===== config.mk =====
export PLATFORM = sky130hd
export DESIGN_NAME = bsdc_ram
export DESIGN_NICKNAME = d
export VERILOG_FILES = /design/src/design/bsdc_ram.sv
export SDC_FILE = /design/constraint.sdc
export NUM_CORES = 1
export LEC_CHECK = 0
export ABC_AREA = 1
export ABC_CLOCK_PERIOD_IN_PS = 4100
export BUFFER_PORTS_ARGS = -buffer_cell sky130_fd_sc_hd__buf_4
export CAP_MARGIN = 20
export CORE_MARGIN = 2
export CORE_UTILIZATION = 43
export CTS_CLUSTER_SIZE = 25
export DETAILED_ROUTE_END_ITERATION = 12
export GPL_ROUTABILITY_DRIVEN = 0
export PLACE_DENSITY = 0.68
export SLEW_MARGIN = 20
export SYNTH_ARGS = -nofsm -noshare
export SYNTH_HDL_FRONTEND = slang
export SYNTH_SLANG_ARGS = --single-unit

===== constraint.sdc =====
create_clock -name clk -period 4.1 [get_ports clk]
set_clock_uncertainty 0.05 [all_clocks]
set_input_delay 0.615 -clock clk [delete_from_list [all_inputs] [get_ports clk]]
set_output_delay 0.615 -clock clk [all_outputs]
set_load 0.01 [all_outputs]

===== src/design/bsdc_ram.sv =====
module bsdc_ram #(
    parameter int WIDTH = 32,
    parameter int DEPTH = 16
) (
    input  logic                     clk,
    input  logic                     we,
    input  logic [$clog2(DEPTH)-1:0] waddr,
    input  logic [WIDTH-1:0]         wdata,
    input  logic [$clog2(DEPTH)-1:0] raddr,
    output logic [WIDTH-1:0]         rdata
);
    logic [WIDTH-1:0] mem [DEPTH];

    // write port and registered read port
    always_ff @(posedge clk)
    begin
        if (we)
        begin
            mem[waddr] <= wdata;
        end
        rdata <= mem[raddr];
    end
endmodule


After elaboration in Yosys (flattened, before gate mapping)
Memories as Yosys holds them, arrays and structs flattened. A register that Yosys moved wholly into a read port is not among the register bits.
Index checks and enable logic that the tools add are counted.
{ "op_classes": {"muxes": 2} }
{ "ops": {"columns": ["operator", "count"], "rows": [
  ["$mux 1", 2]
]} }
{ "totals": {"out_inout_bits": 32, "regBits": 0, "ram_bits": 512, "n_memories": 1, "in_bits": 42, "wordCells": 3} }
{ "memory_table": {"columns": ["name", "depth", "word_bits", "rd", "rd_clocked_by_memory_dff", "wr", "line_no", "text"], "rows": [
  ["mem", 16, 32, 1, 1, 1, "12", "logic [WIDTH-1:0] mem [DEPTH];"]
]} }

Longest topological paths before layout
{ "depth": {"depth_word": 2, "mapped_depth": 10, "depth_no_buf": 7} }

Worst setup path before layout
OpenSTA, ideal clock, no wires.
{ "synth_timing": {"kind": "input to register", "startpoint": "in waddr[2]", "endpoint": "mem mem[10][0], enable pin", "arrival_ps": 2187, "cell_stages": 2, "slack_ps": 1442, "path_buffers": 0, "path_cell_list": "nand3b_1 > nor2_1"} }
{ "synth_lines": {"columns": ["item", "line_no", "text"], "rows": [
  ["from (decl)", "7", "input logic [$clog2(DEPTH)-1:0] waddr,"],
  ["to (decl)", "12", null]
]} }
No word-level cell before the write port.

==> impl_metrics.py <==
metrics = {
    "critical_path": {
        "crit_end": "rdata[6]",
        "start_kind": "input pin",
        "crit_family": "buffers and inverters",
        "max_stage_delay_ns": 0.62,
        "critPathCaptureType": "flip-flop",
        "rr_worst_depth": 6,
        "r2r-end": "rdata[18]",
        "criticalPathCategory": "in -> reg",
        "r2r_start": "mem[14][18]",
        "crit_required_ns": 4.53,
        "worstPathArrival_ns": 2.49,
        "path_buf_inv": 3,
        "r2r_slack_ns": 2.92,
        "startpoint": "raddr[0]",
        "path_cells": "clkbuf_8 > inv_6 > buf_12 > nand2_1 > nand3_1 > nand3_1 > nand3_1 > nand2_1",
        "path_max_fanout": 89,
        "cpMostUsedCell": "nand3_1",
        "cp.depth": 8,
        "critPathSlowestCell": "inv_6",
    },
    "timing": {
        "finalWorstSetupSlack_ns": 2.04,
        "drv_slew": 0,
        "fin_setup_tns_ns": 0,
        "fin_crit_sh_pct": 50.2,
        "max_slew.worst_pin.slew_ns": 1.01,
        "max_slew_margin_pct": 32.9,
        "period_minus_slack_ns": 2.06,
        "rsz0062_at_grt": "no",
        "setup_viol": 0,
        "max_freq_ghz": 0.485,
        "hold_viol": 0,
    },
    "clock_tree": {
        "cts_setup_buffers": 0,
        "clockRootBuffer": "clkbuf_16",
        "clk_pin_slew_worst_paths_ns": 0.07,
        "cts_resized": 0,
        "htree_num_levels": 2,
        "clock_path_buffers": 3,
        "clock-sinks": 544,
        "clk_latency_ns": 0.59,
        "cts_tree": "done",
        "holdBufCountCts": 0,
        "numCtsBuffers": 53,
    },
    "floorplan": {
        "ios": 74,
        "core_um2": 52400,
        "start_util_pct": 43.3,
        "dieArea_um2": 54700,
        "die_h_um": 234,
        "die_w_um": 234,
        "num_rows": 84,
    },
    "synthesis": {
        "synth_area_um2": 22700,
        "syn-num-nets": 2162,
        "seq_area_frac_synth_pct": 70.5,
        "yosysWarningCount": 0,
        "synth-edff-count": 512,
        "syn_avg_cell_area_um2": 10.7,
        "synth_top_area_share_pct": 67.6,
        "synthTopCellsByCount": "nand2_1 (677), edfxtp_1 (512), inv_1 (388)",
        "ys_types": 15,
        "async_reset_ff_share_pct": 0,
        "ys.flop_type": "edfxtp_1",
        "synth_cells": 2120,
        "ys_ff_latch": 544,
        "yosysMostFrequentCell": "nand2_1",
        "synth_top_cell_by_area": "edfxtp_1",
        "synth_area_leaders": "edfxtp_1 (68%), nand2_1 (11%), nand3_1 (8.5%)",
    },
    "grt": {
        "antenna_found_initial": 2,
        "grt_max_degree": 145,
        "grt.met2_usage_pct": 32.4,
        "grt_use_met3_pct": 3.36,
        "grt_usage_pct": 19.9,
        "grt_pass1_vias": 14500,
        "busiest_layer": "met2",
        "overflow": 0,
        "gr-usage-met1_pct": 26.6,
        "grt_pass1_wl_um": 82500,
    },
    "routing": {
        "drtPass1Iterations": 5,
        "via_per_inst": 5.06,
        "wl_per_cell_um": 18.5,
        "vias": 14700,
        "drtIter0Drc": 1540,
        "wirelength_um": 53900,
        "post-route-drc-count": 0,
        "antenna_left": 0,
    },
    "power_and_ir_drop": {
        "leakage_nw": 10.8,
        "cellPowerDensity_nw_per_um2": 457,
        "finalPower_mw": 11.7,
        "ir_drop_uv": 287,
    },
    "outcome": {
        "outcome": "finished clean",
    },
    "place": {
        "portBuffers": 73,
        "place_ws_ns": 1.46,
        "hpwl_um": 29100,
    },
    "worst_hold_path": {
        "min_path_type": "in -> reg",
    },
    "finish": {
        "areaGrowthSynthToFinish_pct": 12.6,
        "nNetsFinal": 2223,
        "drive_above_1_share_pct": 8.87,
        "fin_util_pct": 48.8,
        "nFillCells": 4560,
    },
    "run": {
        "cap_violations": 0,
    },
}
how the worst min path moves through the flow:
stage | from | end | slack (ns) | cells after the start
after CTS | wdata[18] | mem[11][18] | 0.25 | 1
final | wdata[18] | mem[12][18] | 0.29 | 1
after floorplan | mem[10][0] | rdata[0] | 0.56 | 6
after detailed placement | mem[6][9] | rdata[9] | 0.59 | 6
after global routing | wdata[18] | mem[12][18] | 0.28 | 1
after global placement | mem[6][9] | rdata[9] | 0.59 | 6
report_power, final:
| part | switching, mW | leakage [nW] | internal (mW) |
|---|---|---|---|
| Clock | 1.99 | 0.799 | 2.70 |
| Sequential | 0.0429 | 4.90 | 6.21 |
| Combinational | 0.518 | 5.14 | 0.228 |
state kept, by name (all words and copies together) (netlist names):
register	count
mem	512
rdata	32
worst reg2reg max path: cells and delay by family, from the launching register on:
family | cells | cell delay [ns]
simple gates | 5 | 0.56
flops | 1 | 0.36
buf+inv | 1 | 0.08
cell usage in the layout (no fill, tap or decap), types with 2 or more instances in the layout:
| cell | synthesis | routed |
|---|---|---|
| clkbuf_16 | 0 | 53 |
| dfxtp_1 | 32 | 32 |
| inv_6 | 0 | 2 |
| clkbuf_8 | 0 | 5 |
| nand3_1 | 385 | 385 |
| nand3b_1 | 2 | 2 |
| buf_12 | 1 | 7 |
| bufinv_16 | 0 | 4 |
| clkinv_1 | 0 | 11 |
| edfxtp_1 | 512 | 512 |
| nor2_4 | 0 | 16 |
| buf_4 | 6 | 103 |
| diode_2 | 0 | 2 |
| nand2_1 | 677 | 677 |
| inv_1 | 388 | 386 |
| clkinv_2 | 0 | 5 |
| clkbuf_1 | 14 | 18 |
metrics by stage:
step	hold slack, ns	area, um^2	instances
6_report	0.286	25600	2911
5_1_grt	0.278	25600	2911
4_1_cts	0.248	25600	2909
3_5_place_dp	0.592	23900	2814
3_3_place_gp	0.587	23900	2814
2_1_floorplan	0.557	22700	2120
final cells by class:
class | instances | area, um^2 | area share (%)
clock inverter | 20 | 191 | 0.748
timing repair buffer | 111 | 927 | 3.62
sequential | 544 | 16000 | 62.6
tap | 688 | 861 | 3.36
clock buffer | 75 | 1450 | 5.66
multi-input combinational | 1081 | 4670 | 18.2
inverter | 390 | 1470 | 5.75
antenna | 2 | 5.00 | 0.0196
metal layers:
metal / wire, um / vias up / part of all wire, %
met3: 3940 / 99 / 7.3
met2: 25500 / 567 / 47
li1: - / 6960 / -
met1: 22900 / 7113 / 43
met4: 1530 / 0 / 2.8
met5: 0 / - / 0
logic make-up after synthesis:
family | count (synthesis) | share of synthesized area (%)
buffers and inverters | 495 | 9.54
DFF | 544 | 70.5
and+or+nand+nor | 1081 | 20.0
Power figures use the tool's default switching activity.
