[src/design/bsdc_pkg.sv]
package bsdc_pkg;

    localparam int MAX_POINTS_DEF = 16;
    localparam int COORD_W        = 32;
    localparam int T_W            = 17;
    localparam int IDX_W          = 4;
    localparam logic [T_W-1:0] T_ONE = 17'h10000;

    // one queued job handed from the loader to the engine
    typedef struct packed {
        logic [T_W-1:0] t;
        logic [5:0]     count;
        logic           ovf;
    } job_t;

    // a + round((b - a) * t), ties toward plus infinity
    function automatic logic signed [COORD_W-1:0] lerp_q16(
        input logic signed [COORD_W-1:0] a,
        input logic signed [COORD_W-1:0] b,
        input logic [T_W-1:0] t
    );
        logic signed [COORD_W:0]   d;
        logic signed [COORD_W+T_W+1:0] p;
        logic signed [COORD_W+T_W+1:0] q;
        begin
            d = {b[COORD_W-1], b} - {a[COORD_W-1], a};
            p = d * $signed({1'b0, t}) + (COORD_W+T_W+2)'(32768);
            q = p >>> 16;
            lerp_q16 = a + q[COORD_W-1:0];
        end
    endfunction

endpackage

[src/design/bsdc_front.sv]
module bsdc_front #(
    parameter int MAX_POINTS = bsdc_pkg::MAX_POINTS_DEF
) (
    input  logic                              clk,
    input  logic                              rst_n,
    input  logic                              in_valid,
    output logic                              in_ready,
    input  logic [31:0]                       px,
    input  logic [31:0]                       py,
    input  logic [16:0]                       tin,
    input  logic                              last,
    output logic                              we,
    output logic [$clog2(MAX_POINTS)-1:0]     waddr,
    output logic [63:0]                       wdata,
    output logic                              job_valid,
    output bsdc_pkg::job_t                    job,
    input  logic                              job_ready
);
    import bsdc_pkg::*;

    localparam int AW = $clog2(MAX_POINTS);

    logic [5:0] cnt_reg, cnt_next;
    logic       ovf_reg, ovf_next;
    logic       jv_reg, jv_next;
    job_t       job_reg, job_next;
    logic       acc, room;
    logic [T_W-1:0] tsat;

    // a curve's buffer is busy while its job waits for the engine
    assign in_ready = !jv_reg;
    assign acc      = in_valid && in_ready;
    assign room     = cnt_reg < 6'(MAX_POINTS);
    assign we       = acc && room;
    assign waddr    = cnt_reg[AW-1:0];
    assign wdata    = {py, px};
    assign tsat     = (tin > T_ONE) ? T_ONE : tin;
    assign job_valid = jv_reg;
    assign job       = job_reg;

    // point count, drop flag and job slot
    always_comb
    begin
        cnt_next = cnt_reg;
        ovf_next = ovf_reg;
        jv_next  = jv_reg;
        job_next = job_reg;
        if (jv_reg && job_ready)
        begin
            jv_next = 1'b0;
        end
        if (acc)
        begin
            if (room)
            begin
                cnt_next = cnt_reg + 6'd1;
            end
            else
            begin
                ovf_next = 1'b1;
            end
            if (last)
            begin
                jv_next       = 1'b1;
                job_next.t     = tsat;
                job_next.count = room ? cnt_reg + 6'd1 : cnt_reg;
                job_next.ovf   = ovf_reg || !room;
                cnt_next      = '0;
                ovf_next      = 1'b0;
            end
        end
    end

    always_ff @(posedge clk or negedge rst_n)
    begin
        if (!rst_n)
        begin
            cnt_reg <= '0;
            ovf_reg <= 1'b0;
            jv_reg  <= 1'b0;
        end
        else
        begin
            cnt_reg <= cnt_next;
            ovf_reg <= ovf_next;
            jv_reg  <= jv_next;
        end
    end

    always_ff @(posedge clk)
    begin
        job_reg <= job_next;
    end
endmodule

[config.mk]
export PLATFORM = sky130hd
export DESIGN_NAME = bsdc_front
export DESIGN_NICKNAME = d
export VERILOG_FILES = /design/src/design/bsdc_pkg.sv /design/src/design/bsdc_front.sv
export SDC_FILE = /design/constraint.sdc
export NUM_CORES = 1
export LEC_CHECK = 0
export BUFFER_PORTS_ARGS = -buffer_cell sky130_fd_sc_hd__buf_2
export CORE_ASPECT_RATIO = 1.75
export CORE_UTILIZATION = 30
export CTS_CLUSTER_SIZE = 10
export DETAILED_ROUTE_END_ITERATION = 16
export PLACE_DENSITY = 0.69
export SETUP_SLACK_MARGIN = 0.5
export SYNTH_ARGS = -nofsm -noshare
export SYNTH_HDL_FRONTEND = slang
export SYNTH_SLANG_ARGS = --single-unit
[constraint.sdc]
create_clock -name clk -period 2.1 [get_ports clk]
set_clock_uncertainty 0.2 [all_clocks]
set_input_delay 0.105 -clock clk [delete_from_list [all_inputs] [get_ports clk]]
set_output_delay 0.105 -clock clk [all_outputs]
set_load 0.03 [all_outputs]
# Word level (Yosys, flattened, before mapping)
# Index checks and enable logic that the tools add are counted.
# word_totals
regBits	32
word_cells	25
# classes
addsub	1
magnitude_cmp	2
eq_ne	1
mux	7
reduce_logical	8
# ops
op	count
$gt 17x17->1 const B	1
$mux 6	2
$add 6x1->6 const B	1
$lt 6x5->1 const B	1
$mux 1	5
$reduce_and 2->1	2
$logic_and 1x1->1	3
$logic_not 1->1	2
$ne 2x2->1 const B	1
$logic_or 1x1->1	1

# Logic depth before layout (Yosys ltp)
# Gate-level depths: netlist (run 1).
# depth
word_depth	4
mapped_depth	4

# Least setup slack after synthesis (run 1)
# No wires, ideal clock.
# synth_timing
path_type	flip-flop to flip-flop
from	register jv_reg, in the netlist job_valid
to	register cnt_reg[0]
setup_time_ps	85
arrival_time_ps	2051
slack_ps	-236
stages_incl_launch_ff	4
n_path_buf	0
period_less_slack_ps	2336
cell_sequence	dfrtp_1 nor4b_1 mux2i_1 o22ai_1
# synth_between
elab_chain_cells	2
# synth_lines
element	line_no	source
start: declaration	bsdc_front.sv:25	logic jv_reg, jv_next;
start signal: assignment	bsdc_front.sv:86	jv_reg <= jv_next;
$logic_not 1->1	bsdc_front.sv:31	assign in_ready = !jv_reg;
$logic_and 1x1->1	bsdc_front.sv:32	assign acc = in_valid && in_ready;
end signal: assignment	bsdc_front.sv:84	cnt_reg <= cnt_next;
end: declaration	bsdc_front.sv:23	logic [5:0] cnt_reg, cnt_next;
# Every way passes these cells.
# A chain may end at the register's enable or synchronous reset.

# Worst setup path after layout (run 1)
# layout_timing
from	register cnt_reg[5]
to	register cnt_reg[3]
# layout_between
elab_chain_cells	3
# layout_lines
element	line_no	source
$lt 6x5->1	bsdc_front.sv:33	assign room = cnt_reg < 6'(MAX_POINTS);
$mux 6 (2 in a row)	--	
# Every way passes these cells.

==> summary.txt, run 1 <==
Logic synthesis
  • Post-Synthesis Net Count: 247
  • Commonest register cell after synthesis: edfxtp_1
  • Unique masters post-synth: 32
  • Post-synth EDFFs: 24
  • Async set-reset flop share out of synthesis: 25.0%
  • Sequential area share after synthesis: 50.1%
  • Flop and latch count out of synthesis: 32
  • Post-synthesis cell count: 160
  • Avg Inst Size Synth: 11.5 µm²
  • Synth Cell Area: 1840 µm²
  • Largest area contributor in the netlist: edfxtp_1
  • Synth top area cells: edfxtp_1, buf_4, dfrtp_1, nor2b_1, and2b_1
  • Synth top area share: 39.2%
  • Warnings, synthesis: 0

Route
  • Routed wire length: 4.70 mm
  • Iter 0 DRT Violations: 48
  • DRC: 0
  • Routed len/inst: 18.3 µm
  • DRT Pass-1 Iters: 4
  • Routed via count: 1148
  • Final ANT Viol Nets: 0
  • Routed vias/inst: 4.47

Clock tree
  • CTS Sinks: 32
  • H-tree depth: 2
  • Bufs on Longest Clock Path: 2
  • Worst skew pair latency: 0.28 ns
  • Clock root cell: clkbuf_8
  • TritonCTS buffer count: 5
  • CTS tree: yes
  • Worst-path clk slew: 0.07 ns

Power
  • Sw frac: 27.8%
  • Peak VDD IR: 0.380 mV
  • Sequential power share: 44.8%
  • Clock group share of total power: 32.1%
  • Internal: 1.27 mW
  • Combinational Power Share: 23.1%
  • P_sw: 0.487 mW
  • Power Dens Cells: 831 nW/µm²
  • Leakage: 0.923 nW

Placed design
  • Placer Congestion: 0.900
  • Port buffer count: 52
  • Post-DP HPWL: 3.63 mm

Run
  • Max-cap violation count: 0

STA
  • Min Tclk post-route: 1.63 ns
  • Worst Tran Pin Value: 0.739 ns
  • Final slew viol count: 0
  • Fmax: 613 MHz
  • RSZ-0062 raised after global routing: yes
  • Fin. Hold Viols: 2
  • Final setup viols: 0
  • Rel. slew slack: 50.1%
  • Final Cycle Share: 77.6%
  • Setup TNS: 0 ns
  • Worst hold slack: -0.0164 ns

Die
  • I/O pins: 181
  • Die width: 61.2 µm
  • Die area: 6460 µm²
  • Total core area: 5880 µm²
  • Die Span Y: 106 µm
  • # rows: 37
  • Starting Density: 31.3%

GRT
  • Initial antenna violation count: 0
  • Gr usage total: 15.0%
  • Number of global-route vias before repair: 1153
  • GRT overflow: 0
  • Pin count of the biggest net entering global routing: 27
  • Global-route wire length before repair: 6.59 mm

Cells and area
  • Area growth syn-to-layout: 14.8%
  • Nets@finish: 265
  • Antenna Cells: 0
  • Max FFs per register: 24
  • Final Core Density: 35.9%
  • Layout cells sized above 1: 43.6%

Outcome
  • Status: finished, violations left
  • Failing checks: negative hold slack

Critical path
  • CP startpoint kind: flip-flop
  • CP Data Arrival Time: 1.59 ns
  • Worst setup EP type: flip-flop
  • CP required: 2.06 ns
  • Worst-path fanout max: 6
  • Setup CP Type: flip-flop to flip-flop

Worst hold path
  • Min-Delay Path Class: input pin to flip-flop
-- cell usage in the layout, fill, tap and decap left out, drive strengths merged --
master / count
and2b: 4
dfrtp: 8
nor3b: 2
nor4: 4
mux2: 1
o211a: 1
or4b: 1
a41oi: 1
dlygate4sd3: 21
inv: 5
xnor2: 2
nor2b: 14
o22ai: 1
a41o: 1
ha: 1
a22o: 1
nor2: 3
clkinv: 2
a32o: 1
buf: 60
clkbuf: 5
a21oi: 1
clkinvlp: 1
xor2: 1
or2: 2
nand2: 1
or3: 1
nand3: 1
edfxtp: 24
mux2i: 1
o21ai: 3
bufinv: 1
a311o: 1
nor3: 1
nor4b: 1
-- final timing paths --
kind	start	endpoint	slack [ns]	cells past startpoint
setup / recovery	cnt_reg[5]$_DFFE_PN0P_	cnt_reg[3]$_DFFE_PN0P_	0.47	3
hold / removal	tin[16]	job[14]$_SDFFCE_PN0P_	-0.02	2
setup reg to reg	cnt_reg[5]$_DFFE_PN0P_	cnt_reg[3]$_DFFE_PN0P_	0.47	3
hold reg to reg	cnt_reg[1]$_DFFE_PN0P_	cnt_reg[1]$_DFFE_PN0P_	0.36	1
max in group asynchronous	rst_n	cnt_reg[4]$_DFFE_PN0P_	0.80	3
min in group asynchronous	rst_n	ovf_reg$_DFFE_PN0P_	0.60	3
-- power groups by stage --
stage | registers [mW] | clock network [mW] | logic (mW)
3_5_place_dp | 0.802 | 0 | 0.339
2_1_floorplan | 0.851 | 0 | 0.427
5_1_grt | 0.794 | 0.612 | 0.434
4_1_cts | 0.789 | 0.577 | 0.376
6_report | 0.786 | 0.562 | 0.405
3_3_place_gp | 0.801 | 0 | 0.337
-- cell type report --
| cell class | instances | area, µm² |
|---|---|---|
| clock buffers | 5 | 68.8 |
| clock inverters | 3 | 37.5 |
| flip-flops and latches | 32 | 925 |
| repair buffers | 81 | 549 |
| multi-input cells | 52 | 407 |
| inverters | 6 | 26.3 |
| well taps | 78 | 97.6 |
| fillers | 600 | 3770 |
-- cells by family (layout without fill, tap and decap cells) --
| family | count (synthesis) | count (layout) | share of synthesized area (%) |
|---|---|---|---|
| compound gates | 11 | 11 | 4.56 |
| xor+xnor | 3 | 3 | 1.43 |
| fa+ha+maj | 1 | 1 | 0.681 |
| buf+inv | 76 | 95 | 29.7 |
| flops | 32 | 32 | 50.1 |
| mux | 2 | 2 | 1.16 |
| simple gates | 35 | 35 | 12.3 |
-- critical path, cell delays in order (launching register included) --
cell and delay, ns:
dfrtp_2 0.45, or2_4 0.26, or2_4 0.24, a311o_1 0.35
-- timing repair --
action	4_1_cts	5_1_grt
resized for setup	4	2
buffers inserted	3	4
endpoints found under the hold margin	27	0
pin swaps	2	3
hold buffers	24	0
endpoints found under the setup margin	5	31
-- synth_stat cells, drive strengths merged, types with 2 or more instances --
library cell	instances
nor4	4
and2b	4
inv	6
nor3b	2
buf	68
o21ai	3
nor2b	14
or2	2
dfrtp	8
nor2	3
xnor2	2
edfxtp	24
-- routing by layer --
layer  up-vias  track usage, %  wire length [µm]  share of wire (%)
li1        508               -                 -                  -
met1       507            10.6              1170                 25
met2        88            23.1              2270                 48
met3        45            12.5               896                 19
met4         0            13.0               364                7.7
met5         -               0                 0                  0
-- through the flow --
step                area, µm²  worst slack (ns)  power (mW)  std cells  hold slack [ns]
CTS                      2100             0.465        1.74        256          0.00820
global placement         1720             0.409        1.14        221           -0.242
floorplan                1870             0.475        1.28        160           -0.391
global route             2110             0.426        1.84        257          0.00644
detailed placement       1720             0.327        1.14        221           -0.235
finish                   2110             0.470        1.75        257          -0.0164
Note: power is estimated with default switching activity, not from simulation.
==> run 2: changes to the inputs <==
==> constraint.sdc (replaced) <==
create_clock -name clk -period 1.6 [get_ports clk]
set_clock_uncertainty 0.2 [all_clocks]
set_input_delay 0.08 -clock clk [delete_from_list [all_inputs] [get_ports clk]]
set_output_delay 0.08 -clock clk [all_outputs]
set_load 0.03 [all_outputs]
==> run 2 against run 1 <==
The run ends with negative hold slack, negative setup slack left. Flip-flop and latch count stayed put. Sequential share of layout area shrank 17 points. Total power increased by 59%. Register-to-register slack worse by 0.47 ns. First-iteration DRC count stayed put. Critical path depth stayed put. Critical path type is now flip-flop to primary output. Hold slack is essentially flat. Combinational power grew to 2.7 times the previous value. Largest cell class is now buffers. Sequential power grew 34%. Non-clock buffer count is 81 higher. Design area grew 61%. Highest routed layer unchanged.
==> summary.txt, run 2 (synthesis gave the netlist of run 1 again) <==
Power
  • Leakage: 1.50 nW (was 0.923 nW)
  • Clock group share of total power: 22.8% (was 32.1%)
  • Sw frac: 33.3% (was 27.8%)
  • P_sw: 0.926 mW (was 0.487 mW)
  • Peak VDD IR: 0.581 mV (was 0.380 mV)
  • Overall power: 2.78 mW (was 1.75 mW)
  • Internal: 1.86 mW (was 1.27 mW)
  • Power Dens Cells: 816 nW/µm² (was 831 nW/µm²)
  • Sequential power share: 37.6% (was 44.8%)
  • Combinational Power Share: 39.6% (was 23.1%)

Placed design
  • Post-DP HPWL: 3.55 mm (was 3.63 mm)
  • Placer Congestion: 0.909 (was 0.900)
  • Post-placement cell count: 226 (was 221)
  • Placed inst area: 1870 µm² (was 1720 µm²)
  • Port buffer count: 52 (unchanged)

Route
  • Routed len/inst: 16.8 µm (was 18.3 µm)
  • DRT Pass-1 Iters: 4 (unchanged)
  • Final ANT Viol Nets: 0 (unchanged)
  • DRC: 0 (unchanged)
  • Routed wire length: 5.79 mm (was 4.70 mm)
  • Iter 0 DRT Violations: 48 (unchanged)
  • Routed via count: 1540 (was 1148)
  • Routed vias/inst: 4.46 (was 4.47)

Critical path
  • CP Data Arrival Time: 1.34 ns (was 1.59 ns)
  • Internal reg-to-reg setup slack: 0 ns (was 0.47 ns)
  • Setup CP Type: flip-flop to primary output (was flip-flop to flip-flop)
  • CP startpoint kind: flip-flop (unchanged)
  • CP required: 1.32 ns (was 2.06 ns)
  • FF-to-FF End: job[4]$_DFFE_PP_ (was cnt_reg[3]$_DFFE_PN0P_)
  • Worst setup EP type: primary output (was flip-flop)
  • Reg-to-Reg Start: cnt_reg[4]$_DFFE_PN0P_ (was cnt_reg[5]$_DFFE_PN0P_)
  • R2r worst-path depth: 4 (was 3)
  • Worst-path fanout max: 2 (was 6)

GRT
  • Gr usage total: 16.2% (was 15.0%)
  • Global-route wire length before repair: 7.48 mm (was 6.59 mm)
  • Met3 GRT Util: 6.50% (was 12.5%)
  • Number of global-route vias before repair: 1568 (was 1153)
  • GRT Max-Usage Layer: met2 (unchanged)
  • GRT overflow: 0 (unchanged)
  • Met2 usage: 31.1% (was 23.1%)
  • GR met1 Demand/Resource: 13.4% (was 10.6%)
  • Pin count of the biggest net entering global routing: 14 (was 27)
  • Initial antenna violation count: 6 (was 0)

Clock tree
  • CTS tree: yes (unchanged)
  • Worst skew pair latency: 0.28 ns (about the same)
  • CTS Sinks: 32 (unchanged)
  • TritonCTS buffer count: 5 (unchanged)
  • Hold Buf Count CTS: 86 (was 24)
  • Clock root cell: clkbuf_8 (unchanged)
  • H-tree depth: 2 (unchanged)
  • Worst-path clk slew: 0.07 ns (about the same)
  • Bufs on Longest Clock Path: 2 (unchanged)

Run
  • Max-cap violation count: 0 (unchanged)

Die
  • Die width: 61.2 µm (unchanged)
  • # rows: 37 (unchanged)
  • I/O pins: 181 (unchanged)
  • Starting Density: 31.3% (unchanged)
  • Die area: 6460 µm² (unchanged)
  • Total core area: 5880 µm² (unchanged)
  • Die Span Y: 106 µm (unchanged)

Cells and area
  • Area growth syn-to-layout: 85.4% (was 14.8%)
  • Post-Layout Cell Count: 345 (was 257)
  • Design area: 3410 µm² (was 2110 µm²)
  • # fillers: 486 (was 600)
  • Footprint of the multi-input gates: 564 µm² (was 407 µm²)
  • Commonest cells after routing, fill and taps aside: dlygate4sd3_1, buf_6, edfxtp_1 (was buf_2, edfxtp_1, dlygate4sd3_1)
  • Most common cell after layout, fill and taps aside: dlygate4sd3_1 (was buf_2)
  • Nets@finish: 347 (was 265)
  • Final Core Density: 58.0% (was 35.9%)
  • FF+latch area: 927 µm² (was 925 µm²)
  • Layout cells sized above 1: 42.5% (was 43.6%)
  • Max FFs per register: 24 (unchanged)

STA
  • PnR worst setup slack: -0.0196 ns (was 0.470 ns)
  • Rel. slew slack: 75.8% (was 50.1%)
  • Setup TNS: -0.0214 ns (was 0 ns)
  • Final Cycle Share: 101%
  • Fin. Hold Viols: 8 (was 2)
  • Min Tclk post-route: 1.62 ns
  • Final setup viols: 2 (was 0)
  • Final slew viol count: 0 (unchanged)
  • RSZ-0062 raised after global routing: yes (unchanged)
  • Worst Tran Pin Value: 0.364 ns (was 0.739 ns)
  • Fmax: 617 MHz
  • Worst hold slack: -0.0159 ns (was -0.0164 ns)

Outcome
  • Failing checks: negative hold slack, negative setup slack (was negative hold slack)
  • Status: finished, violations left (unchanged)

Worst hold path
  • Min-Delay Path Class: input pin to asynchronous set/reset pin (was input pin to flip-flop)
run 2: cell count changes in the layout (fill, tap and decap cells not counted), sizes merged:
cell and change:
diode +6, dlymetal6s4s +12, clkbuf +4, dlygate4sd3 +53, clkinv -1, buf +14
a41oi +1, bufinv -1
run 2: power groups by stage:
stage	clock network [mW]	registers (mW)	logic [mW]
2_1_floorplan	0	1.12	0.589
3_3_place_gp	0	1.04	0.521
3_5_place_dp	0	1.04	0.534
4_1_cts	0.655	1.04	1.03
5_1_grt	0.689	1.05	1.15
6_report	0.634	1.05	1.10
run 2: worst max-delay path by stage:
stage | start | cells after the start | end
after floorplan | job_valid$_DFF_PN0_ | 3 | job[0]$_DFFE_PP_
after global placement | cnt_reg[5]$_DFFE_PN0P_ | 4 | cnt_reg[0]$_DFFE_PN0P_
after detailed placement | cnt_reg[5]$_DFFE_PN0P_ | 4 | cnt_reg[0]$_DFFE_PN0P_
after CTS | cnt_reg[4]$_DFFE_PN0P_ | 3 | we
after global routing | cnt_reg[4]$_DFFE_PN0P_ | 3 | we
final | cnt_reg[4]$_DFFE_PN0P_ | 3 | we
run 2: area by class of cell:
class / count / share of cell area [%]
Antenna cell: 6 / 0.441
Clock buffer: 7 / 2.53
Clock inverter: 1 / 0.110
Inverter: 6 / 0.918
Multi-Input combinational cell: 53 / 16.6
Sequential cell: 32 / 27.2
Tap cell: 78 / 2.86
Timing Repair Buffer: 162 / 49.4
run 2: timing repair:
action                                 CTS  global route
cloned                                   2             2
pin swaps                               11             7
setup endpoints to repair               64            95
gates resized for setup                 64            58
endpoints found under the hold margin   91             8
setup buffers                           10             5
run 2: layer usage:
metal	routed length (µm)	part of all wire, %
met1	1650	28
met2	3460	60
met3	575	9.9
met4	104	1.8
met5	0	0
run 2: worst max-delay path, cell delays in order (launching register included):
cell	delay (ns)
dfrtp_2	0.41
buf_6	0.12
nor4b_4	0.34
buf_6	0.19
run 2: stage by stage:
stage	setup WS, ns	hold slack, ns
5_1_grt	-0.0643	-0.0176
2_1_floorplan	-0.0248	-0.416
3_3_place_gp	0.101	-0.261
4_1_cts	-0.0363	-0.0229
3_5_place_dp	0.0837	-0.264
6_report	-0.0196	-0.0159
